File: config.mk
export PLATFORM = sky130hd
export DESIGN_NAME = round_robin_time_slice_scheduler
export DESIGN_NICKNAME = d
export VERILOG_FILES = /design/src/sv/rrts_pkg.sv /design/src/sv/round_robin_time_slice_scheduler.sv
export SDC_FILE = /design/constraint.sdc
export NUM_CORES = 1
export LEC_CHECK = 0
export BUFFER_PORTS_ARGS = -buffer_cell sky130_fd_sc_hd__buf_2
export CORE_MARGIN = 5
export CORE_UTILIZATION = 60
export DETAILED_ROUTE_END_ITERATION = 6
export PLACE_DENSITY = 0.77
export SLEW_MARGIN = 20
export SYNTH_ARGS = -nofsm -noshare
export SYNTH_HDL_FRONTEND = slang
export SYNTH_SLANG_ARGS = --single-unit
File: constraint.sdc
create_clock -name clk -period 7 [get_ports clk]
set_input_delay 1.4 -clock clk [delete_from_list [all_inputs] [get_ports clk]]
set_output_delay 1.4 -clock clk [all_outputs]
set_load 0.01 [all_outputs]
File: src/sv/rrts_pkg.sv
package rrts_pkg;

	// Default pool size and slice length after reset
	localparam int TASK_SLOTS_DEF = 16;
	localparam int SLICE_W = 16;
	localparam logic [SLICE_W-1:0] TIME_SLICE_RESET = 16'd10;

	// Operation codes of a command beat
	localparam logic [1:0] OP_TICK = 2'd0;
	localparam logic [1:0] OP_CREATE = 2'd1;
	localparam logic [1:0] OP_YIELD = 2'd2;
	localparam logic [1:0] OP_EXIT = 2'd3;

	// Slot status codes
	typedef logic [1:0] status_t;
	localparam status_t ST_READY = 2'd0;
	localparam status_t ST_RUNNING = 2'd1;
	localparam status_t ST_TERMINATED = 2'd3;

	typedef struct packed {
		logic [1:0] operation;
		logic user_level;
	} item_t;

	typedef struct packed {
		logic [31:0] created_id;
		logic [3:0] created_slot;
		logic switched;
		logic [3:0] from_slot;
		logic [3:0] to_slot;
		logic to_is_user;
		logic [31:0] to_run_count;
		logic has_current;
		logic [3:0] current_slot;
	} result_t;

endpackage

File: src/sv/round_robin_time_slice_scheduler.sv
// Round-robin task scheduler over TASK_SLOTS slots. A command beat is taken at every clock edge
// with start high (busy is never raised), and its result appears on the following cycle with done
// high for exactly that one cycle; the receiver cannot stall, so it must take each result when
// done is seen. One command is processed per clock: the lowest-free-slot search, the ready queue
// push and pop and the slot table update all sit in one combinational pass ahead of the result
// register. Write the slice length through cfg_wr_en/cfg_wr_data only while no command is in
// flight; a value of zero makes every tick a reschedule.
module round_robin_time_slice_scheduler #(
	parameter int TASK_SLOTS = rrts_pkg::TASK_SLOTS_DEF
) (
	input logic clk,
	input logic arst_n,
	input logic cfg_wr_en,
	input logic [rrts_pkg::SLICE_W-1:0] cfg_wr_data,
	input logic start,
	input rrts_pkg::item_t item,
	output logic busy,
	output logic done,
	output rrts_pkg::result_t result
);
	import rrts_pkg::*;

	localparam int SLOT_W = $clog2(TASK_SLOTS);
	localparam int CNT_W = $clog2(TASK_SLOTS + 1);
	localparam logic [SLOT_W-1:0] LAST_SLOT = SLOT_W'(TASK_SLOTS - 1);
	localparam logic [CNT_W-1:0] FULL_CNT = CNT_W'(TASK_SLOTS);

	// Scheduler state
	logic [SLICE_W-1:0] time_slice_q;
	status_t slot_status_q [TASK_SLOTS];
	logic slot_user_q [TASK_SLOTS];
	logic [31:0] slot_runs_q [TASK_SLOTS];
	logic [SLOT_W-1:0] ready_fifo_q [TASK_SLOTS];
	logic [SLOT_W-1:0] fifo_head_q;
	logic [SLOT_W-1:0] fifo_tail_q;
	logic [CNT_W-1:0] fifo_count_q;
	logic [SLOT_W-1:0] running_slot_q;
	logic running_valid_q;
	logic [SLICE_W-1:0] slice_left_q;
	logic [31:0] id_counter_q;
	logic done_q;
	result_t result_q;

	// Next-state values
	status_t status_d [TASK_SLOTS];
	logic [SLOT_W-1:0] head_d;
	logic [SLOT_W-1:0] tail_d;
	logic [CNT_W-1:0] count_d;
	logic [SLOT_W-1:0] running_slot_d;
	logic running_valid_d;
	logic [SLICE_W-1:0] slice_d;
	logic [31:0] id_d;
	result_t res_d;

	logic free_found;
	logic [SLOT_W-1:0] free_slot;
	logic push_en;
	logic push_ok;
	logic [SLOT_W-1:0] push_slot;
	logic pop_en;
	logic [SLOT_W-1:0] nxt_slot;
	logic runs_we;
	logic [SLOT_W-1:0] runs_wa;
	logic [31:0] runs_wd;
	logic user_we;

	assign busy = 1'b0;
	assign done = done_q;
	assign result = result_q;

	// Find the lowest terminated slot
	always_comb begin
		free_found = 1'b0;
		free_slot = '0;
		for (int k = TASK_SLOTS - 1; k >= 0; k--) begin
			if (slot_status_q[k] == ST_TERMINATED) begin
				free_found = 1'b1;
				free_slot = SLOT_W'(k);
			end
		end
	end

	// Work out the effect of one command beat
	always_comb begin
		status_t cur_st;
		logic cur_run;
		logic do_sched;
		logic [SLICE_W-1:0] slice_in;
		logic [SLICE_W-1:0] slice_dec;

		status_d = slot_status_q;
		running_slot_d = running_slot_q;
		running_valid_d = running_valid_q;
		slice_d = slice_left_q;
		id_d = id_counter_q;
		res_d = '0;
		push_en = 1'b0;
		push_slot = running_slot_q;
		pop_en = 1'b0;
		nxt_slot = ready_fifo_q[fifo_head_q];
		runs_we = 1'b0;
		runs_wa = free_slot;
		runs_wd = '0;
		user_we = 1'b0;
		do_sched = 1'b0;
		cur_st = slot_status_q[running_slot_q];
		cur_run = 1'b0;
		slice_in = slice_left_q;
		slice_dec = '0;

		case (item.operation)
			OP_TICK: begin
				do_sched = running_valid_q;
			end
			OP_CREATE: begin
				if (free_found) begin
					res_d.created_id = id_counter_q;
					res_d.created_slot = 4'(free_slot);
					id_d = id_counter_q + 32'd1;
					user_we = 1'b1;
					runs_we = 1'b1;
					if (!running_valid_q) begin
						status_d[free_slot] = ST_RUNNING;
						running_slot_d = free_slot;
						running_valid_d = 1'b1;
						slice_d = time_slice_q;
					end else begin
						status_d[free_slot] = ST_READY;
						push_en = 1'b1;
						push_slot = free_slot;
					end
				end
			end
			OP_YIELD: begin
				if (running_valid_q) begin
					slice_d = '0;
				end
			end
			OP_EXIT: begin
				if (running_valid_q) begin
					status_d[running_slot_q] = ST_TERMINATED;
					cur_st = ST_TERMINATED;
					slice_in = '0;
					do_sched = 1'b1;
				end
			end
			default: begin
			end
		endcase

		// Count the slice down; requeue and switch when it runs out, and switch also when the current task has terminated
		if (do_sched) begin
			cur_run = (cur_st == ST_RUNNING);
			slice_dec = (slice_in != '0) ? slice_in - SLICE_W'(1) : '0;
			slice_d = slice_dec;
			if (slice_dec == '0 || !cur_run) begin
				if (cur_run) begin
					status_d[running_slot_q] = ST_READY;
					slice_d = time_slice_q;
					push_en = 1'b1;
					push_slot = running_slot_q;
				end
				if (cur_run || fifo_count_q != '0) begin
					pop_en = 1'b1;
					// an empty queue hands back the slot pushed in this beat
					nxt_slot = (fifo_count_q == '0) ? running_slot_q
						: ready_fifo_q[fifo_head_q];
					status_d[nxt_slot] = ST_RUNNING;
					slice_d = time_slice_q;
					runs_we = 1'b1;
					runs_wa = nxt_slot;
					runs_wd = slot_runs_q[nxt_slot] + 32'd1;
					res_d.switched = 1'b1;
					res_d.from_slot = 4'(running_slot_q);
					res_d.to_slot = 4'(nxt_slot);
					res_d.to_is_user = slot_user_q[nxt_slot];
					res_d.to_run_count = runs_wd;
					running_slot_d = nxt_slot;
				end
			end
		end

		res_d.has_current = running_valid_d;
		res_d.current_slot = 4'(running_slot_d);
	end

	// Advance the queue pointers; drop a push into a full queue
	always_comb begin
		push_ok = push_en && (fifo_count_q != FULL_CNT);
		tail_d = fifo_tail_q;
		head_d = fifo_head_q;
		if (push_ok) begin
			tail_d = (fifo_tail_q == LAST_SLOT) ? '0 : fifo_tail_q + SLOT_W'(1);
		end
		if (pop_en) begin
			head_d = (fifo_head_q == LAST_SLOT) ? '0 : fifo_head_q + SLOT_W'(1);
		end
		count_d = fifo_count_q + CNT_W'(push_ok) - CNT_W'(pop_en);
	end

	// Control state and configuration
	always_ff @(posedge clk or negedge arst_n) begin
		if (!arst_n) begin
			time_slice_q <= TIME_SLICE_RESET;
			for (int k = 0; k < TASK_SLOTS; k++) begin
				slot_status_q[k] <= ST_TERMINATED;
			end
			fifo_head_q <= '0;
			fifo_tail_q <= '0;
			fifo_count_q <= '0;
			running_slot_q <= '0;
			running_valid_q <= 1'b0;
			slice_left_q <= '0;
			id_counter_q <= 32'd1;
			done_q <= 1'b0;
		end else begin
			if (cfg_wr_en) begin
				time_slice_q <= cfg_wr_data;
			end
			done_q <= start;
			if (start) begin
				slot_status_q <= status_d;
				fifo_head_q <= head_d;
				fifo_tail_q <= tail_d;
				fifo_count_q <= count_d;
				running_slot_q <= running_slot_d;
				running_valid_q <= running_valid_d;
				slice_left_q <= slice_d;
				id_counter_q <= id_d;
			end
		end
	end

	// Slot tables, ready queue and result register
	always_ff @(posedge clk) begin
		if (start) begin
			if (runs_we) begin
				slot_runs_q[runs_wa] <= runs_wd;
			end
			if (user_we) begin
				slot_user_q[free_slot] <= item.user_level;
			end
			if (push_ok) begin
				ready_fifo_q[fifo_tail_q] <= push_slot;
			end
			result_q <= res_d;
		end
	end

	// Each command beat gives exactly one result on the next cycle
	assert property (@(posedge clk) disable iff (!arst_n) start |=> done_q)
		else $error("command beat without result");
	assert property (@(posedge clk) disable iff (!arst_n) !start |=> !done_q)
		else $error("result without command beat");

	// Queue bookkeeping stays consistent
	assert property (@(posedge clk) disable iff (!arst_n)
		(fifo_count_q <= FULL_CNT) && ((fifo_count_q != '0) || (fifo_head_q == fifo_tail_q)))
		else $error("ready queue count out of step with pointers");

	// A switch lands on the reported slot
	assert property (@(posedge clk) disable iff (!arst_n)
		done_q && result_q.switched |-> result_q.has_current
			&& (result_q.current_slot == result_q.to_slot))
		else $error("switch result disagrees with current slot");

	// Once a current task exists it is never lost
	assert property (@(posedge clk) disable iff (!arst_n) running_valid_q |=> running_valid_q)
		else $error("current task lost");

endmodule

==> results of run 1 <==
[logic make-up (layout without fill, tap and decap cells)]
kind of cell               Yosys count  in the layout
AOI/OAI and AO/OA                  617            617
xor gates and xnor gates            58             58
adders and majority gates           18             18
buffers and inverters              243            434
DFF                                790            790
muxes                              133            133
other                                1              1
and+or+nand+nor                    929            929
[synthesized netlist by cell type (60+ instances only)]
cell type / instances / area [sq um]
nand3_1: 109 / 546
inv_1: 60 / 225
nand2_1: 332 / 1250
o21ai_0: 84 / 420
mux2i_1: 76 / 761
a211oi_1: 123 / 923
clkbuf_1: 84 / 315
dfrtp_1: 80 / 2000
and3_1: 66 / 413
a21oi_1: 119 / 596
nor2_1: 194 / 728
edfxtp_1: 675 / 20300
[cell type report]
cell class	instances	area [sq um]
Timing Repair Buffer	221	1610
Tap cell	773	967
Fill cell	3992	18700
Sequential cell	790	23200
Clock inverter	49	557
Multi-Input combinational cell	1756	11400
Inverter	63	236
Clock buffer	101	2160
[path summary, 6_finish.rpt]
path                                      endpoint  cells after the start
max in group asynchronous          id_counter_q[1]                      2
min in group asynchronous          slice_left_q[3]                      1
worst min register to register    id_counter_q[31]                      1
worst max register to register  slot_runs_q[4][24]                     14
worst max-delay path            slot_runs_q[4][24]                     14
worst min-delay path              id_counter_q[31]                      1
[stage by stage]
stage | worst slack [ns] | cells | utilization [%] | area (sq um) | hold WS (ns)
5_1_grt | 0.407 | 3753 | 68.2 | 40100 | 0.507
6_report | 0.710 | 3753 | 68.2 | 40100 | 0.484
3_3_place_gp | 0.558 | 3599 | 63.4 | 37300 | 0.455
2_1_floorplan | 0.610 | 2789 | - | 35500 | 0.438
3_5_place_dp | 0.402 | 3600 | 63.4 | 37300 | 0.479
4_1_cts | 0.761 | 3750 | 68.0 | 40000 | 0.488
[routing by layer]
layer | wire (um) | GRT usage, % | vias up
met5 | 0 | 0 | -
met4 | 3800 | 11.3 | 0
met3 | 10600 | 5.92 | 290
met2 | 46300 | 48.8 | 1678
met1 | 38100 | 41.5 | 12300
li1 | - | - | 10900
[state kept, by name, indices dropped and copies added, names as in the netlist, 16 cells and up]
name,flops
slot_user_q,16
time_slice_q,16
slot_status_q,32
ready_fifo_q,64
slice_left_q,16
id_counter_q,32
slot_runs_q,512
result,83
==> impl_metrics.json, run 1 <==
{
  "syn_to_final_growth_pct": 12.8,
  "async_flop_share_pct": 14.6,
  "fin_setup_tns_ns": 0,
  "die_width_um": 253,
  "grt_pass1_wl_mm": 149,
  "synth_edf_count": 675,
  "cp.buffers_inverters": 2,
  "crit_chain": "buf_4 > nor2_1 > a22oi_1 > nand4_1 > nand3_2 > buf_4 > mux2i_1 > a2111oi_0 > nor4_1 > nand2_1 > and4_1 > nand4_1 > xnor2_1 > nor2_1",
  "grt_pass1_vias": 24600,
  "finalSetupViolations": 0,
  "relSlewSlack_pct": 26.9,
  "ys_seq_elements": 790,
  "layout-drive-gt1-share_pct": 16.6,
  "hold_violations": 0,
  "path_delay_family": "simple AND/OR/NAND/NOR gates",
  "skew_ns": 0.0348,
  "path_clk_slew_ns": 0.06,
  "diodes": 0,
  "row_count": 89,
  "clk_latency_ns": 0.66,
  "drtPass1Iterations": 7,
  "synth_fa_ha_area_share_pct": 0.655,
  "vias": 25100,
  "initial_core_util_pct": 60.4,
  "coreArea_sq_um": 58800,
  "drv_slew": 0,
  "syn_area_per_cell_sq_um": 12.7,
  "via_per_inst": 6.70,
  "ctsResizeCount": 0,
  "path_max_fanout": 42,
  "max-cap-violations": 0,
  "r2r_start": "fifo_head_q[0]",
  "cts_buffers": 82,
  "overflow": 0,
  "r2r_setup_slack_ns": 0.71,
  "ant_nets": 0,
  "yosysWarnings": 0,
  "portBuffers": 106,
  "root_buffer": "clkbuf_16",
  "worstMarginPinSlew_ns": 1.09,
  "die_area_sq_um": 64200,
  "synth_cell_type_count": 103,
  "rsz0062_at_grt": "false",
  "crit_start": "fifo_head_q[0]",
  "drcViolationCount": 1,
  "htree_levels": 3,
  "synthSimpleGateAreaFrac_pct": 12.6,
  "most-common-layout-cells": "675 x edfxtp_1, 331 x nand2_1, 176 x nor2_1",
  "drtIter0Drc": 3337,
  "period_minus_slack_ns": 6.29,
  "synth_xor_xnor_area_share_pct": 1.43,
  "violations": "design-rule violations",
  "layout.nets": 2955,
  "hold_class": "reg -> reg",
  "syn-num-nets": 2830,
  "cp_slowest_cell": "dfrtp_1",
  "antenna_found_initial": 0,
  "cp-end-kind": "flop",
  "post_cts_buffers": 0,
  "synthMuxAreaShare_pct": 4.41,
  "ctsHoldBuffers": 0,
  "grt_max_degree": 72,
  "fmax_mhz": 159,
  "seq_area_frac_synth_pct": 65.3,
  "dp.final_hpwl_mm": 62.0,
  "crit_type": "reg -> reg",
  "synthCells": 2789,
  "hold_start": "id_counter_q[31]",
  "outcome": "finished, violations left",
  "gp_congestion": 0.965,
  "required_ns": 7.29,
  "avgRoutedWirePerCell_um": 26.3,
  "final_common_cell": "edfxtp_1",
  "synth_ff_type": "edfxtp_1",
  "ios": 108,
  "start_kind": "flop",
  "synth_compound_area_share_pct": 12.3,
  "grtUsageTotal_pct": 30.3,
  "max-clock-path-buffers": 3,
  "worstPathArrival_ns": 6.58,
  "dieHeight_um": 253,
  "cts_tree": "yes",
  "slowest_delay_ns": 0.95,
  "syn_area_sq_um": 35500,
  "finalWirelength_mm": 98.8,
  "finalCritPeriodShare_pct": 89.9,
  "clock_sinks": 790,
  "synth_top_family_by_area": "simple AND/OR/NAND/NOR gates"
}
Power of run 1 is not shown: default switching activity piles up to over one toggle a cycle in this logic, so the estimate is an artifact.
==> run 2, diff against run 1 <==
--- a/config.mk
+++ b/config.mk
@@ -7,9 +7,9 @@
 export LEC_CHECK = 0
 export BUFFER_PORTS_ARGS = -buffer_cell sky130_fd_sc_hd__buf_2
 export CORE_MARGIN = 5
-export CORE_UTILIZATION = 60
+export CORE_UTILIZATION = 55
 export DETAILED_ROUTE_END_ITERATION = 6
-export PLACE_DENSITY = 0.77
+export PLACE_DENSITY = 0.72
 export SLEW_MARGIN = 20
 export SYNTH_ARGS = -nofsm -noshare
 export SYNTH_HDL_FRONTEND = slang
==> impl_metrics.json, run 2 (synthesized netlist as in run 1, its figures left out) <==
{
  "dp.cells": 3690,
  "skew_ns": 0.0311,
  "finalSetupViolations": 0,
  "outcome": "completed",
  "most-common-layout-cells": "675 x edfxtp_1, 331 x nand2_1, 175 x nor2_1",
  "drcViolationCount": 0,
  "multi_input_area_sq_um": 11400,
  "ant_nets": 0,
  "fmax_mhz": 160,
  "path_clk_slew_ns": 0.06,
  "overflow": 0,
  "dp.final_hpwl_mm": 62.8,
  "die_area_sq_um": 69800,
  "htree_levels": 3,
  "path_max_fanout": 29,
  "vias": 25200,
  "dieHeight_um": 264,
  "portBuffers": 106,
  "drv_slew": 0,
  "die_width_um": 264,
  "grtUsageTotal_pct": 27.7,
  "max-clock-path-buffers": 3,
  "finalCritPeriodShare_pct": 89.3,
  "hold_start": "id_counter_q[31]",
  "crit_end": "slot_runs_q[5][12]",
  "avgRoutedWirePerCell_um": 26.0,
  "cts_buffers": 82,
  "rsz0062_at_grt": "false",
  "antenna_found_initial": 3,
  "clk_latency_ns": 0.64,
  "row_count": 93,
  "hold_violations": 0,
  "layout.nets": 2960,
  "hold_class": "reg -> reg",
  "max-cap-violations": 0,
  "ctsResizeCount": 0,
  "top_register": "slot_runs_q",
  "initial_core_util_pct": 55.3,
  "start_kind": "flop",
  "final_common_cell": "edfxtp_1",
  "required_ns": 7.28,
  "clock_sinks": 790,
  "worstMarginPinSlew_ns": 1.11,
  "relSlewSlack_pct": 25.8,
  "worstPathArrival_ns": 6.53,
  "drtIter0Drc": 3212,
  "r2r_cells": 13,
  "largest_register_ffs": 512,
  "nFillCells": 4784,
  "fin_setup_tns_ns": 0,
  "r2r_setup_slack_ns": 0.75,
  "grt_pass1_vias": 24400,
  "crit_type": "reg -> reg",
  "cts_tree": "yes",
  "finalWirelength_mm": 99.8,
  "grt_pass1_wl_mm": 150,
  "syn_to_final_growth_pct": 13.6,
  "gp_congestion": 0.910,
  "rr_endpoint": "slot_runs_q[5][12]",
  "period_minus_slack_ns": 6.25,
  "cp-end-kind": "flop",
  "crit_start": "fifo_head_q[2]",
  "regArea_sq_um": 23200,
  "root_buffer": "clkbuf_16",
  "coreArea_sq_um": 64200,
  "instances_no_fill": 3841,
  "finalInstanceArea_sq_um": 40400,
  "r2r_start": "fifo_head_q[2]",
  "ctsHoldBuffers": 0,
  "layout-drive-gt1-share_pct": 17.0,
  "ios": 108,
  "drtPass1Iterations": 7,
  "post_cts_buffers": 0,
  "placed_cell_area_sq_um": 37500,
  "via_per_inst": 6.56,
  "grt_max_degree": 82
}
==> run 2: per-layer routing <==
| layer | vias to the layer above | part of all wire (%) | track usage, % |
|---|---|---|---|
| met5 | - | 0.020 | 0 |
| met4 | 2 | 3.7 | 9.89 |
| met3 | 246 | 11 | 5.24 |
| met2 | 1485 | 46 | 43.7 |
| met1 | 12600 | 39 | 39.2 |
| li1 | 10900 | - | - |
==> run 2: stage by stage <==
step	hold slack [ns]	setup WS, ns	utilization [%]
finish	0.461	0.752	62.9
global route	0.481	0.406	62.9
CTS	0.467	0.714	62.8
detailed placement	0.456	0.532	58.3
global placement	0.459	0.641	58.3
floorplan	0.438	0.610	-
==> run 2: worst min-delay path by stage <==
stage	to	slack (ns)	cells past startpoint
final	id_counter_q[31]	0.46	1
after global routing	id_counter_q[31]	0.48	1
after CTS	id_counter_q[31]	0.47	1
after detailed placement	id_counter_q[31]	0.46	1
after global placement	id_counter_q[31]	0.46	1
after floorplan	id_counter_q[31]	0.44	1
==> run 2: worst max-delay path, cell delays in order, from the launching register on <==
cell,delay (ns)
dfrtp_1,0.82
nor2_1,0.12
a221o_1,0.42
o211a_2,0.46
nor2_4,0.83
buf_4,0.36
nand2_1,0.08
a32o_1,0.26
or3_1,0.36
o311ai_1,0.15
and3_1,0.64
nand4_1,0.36
xnor2_1,0.26
nor2_1,0.77
==> run 2: final cells by class <==
type	instances	area share (%)
sequential	790	57.4
multi-input combinational	1756	28.2
clock buffer	98	5.51
timing repair buffer	226	3.97
tap	855	2.65
clock inverter	52	1.62
inverter	63	0.586
antenna	1	0.00620
Power of run 2 is left out for the same reason.
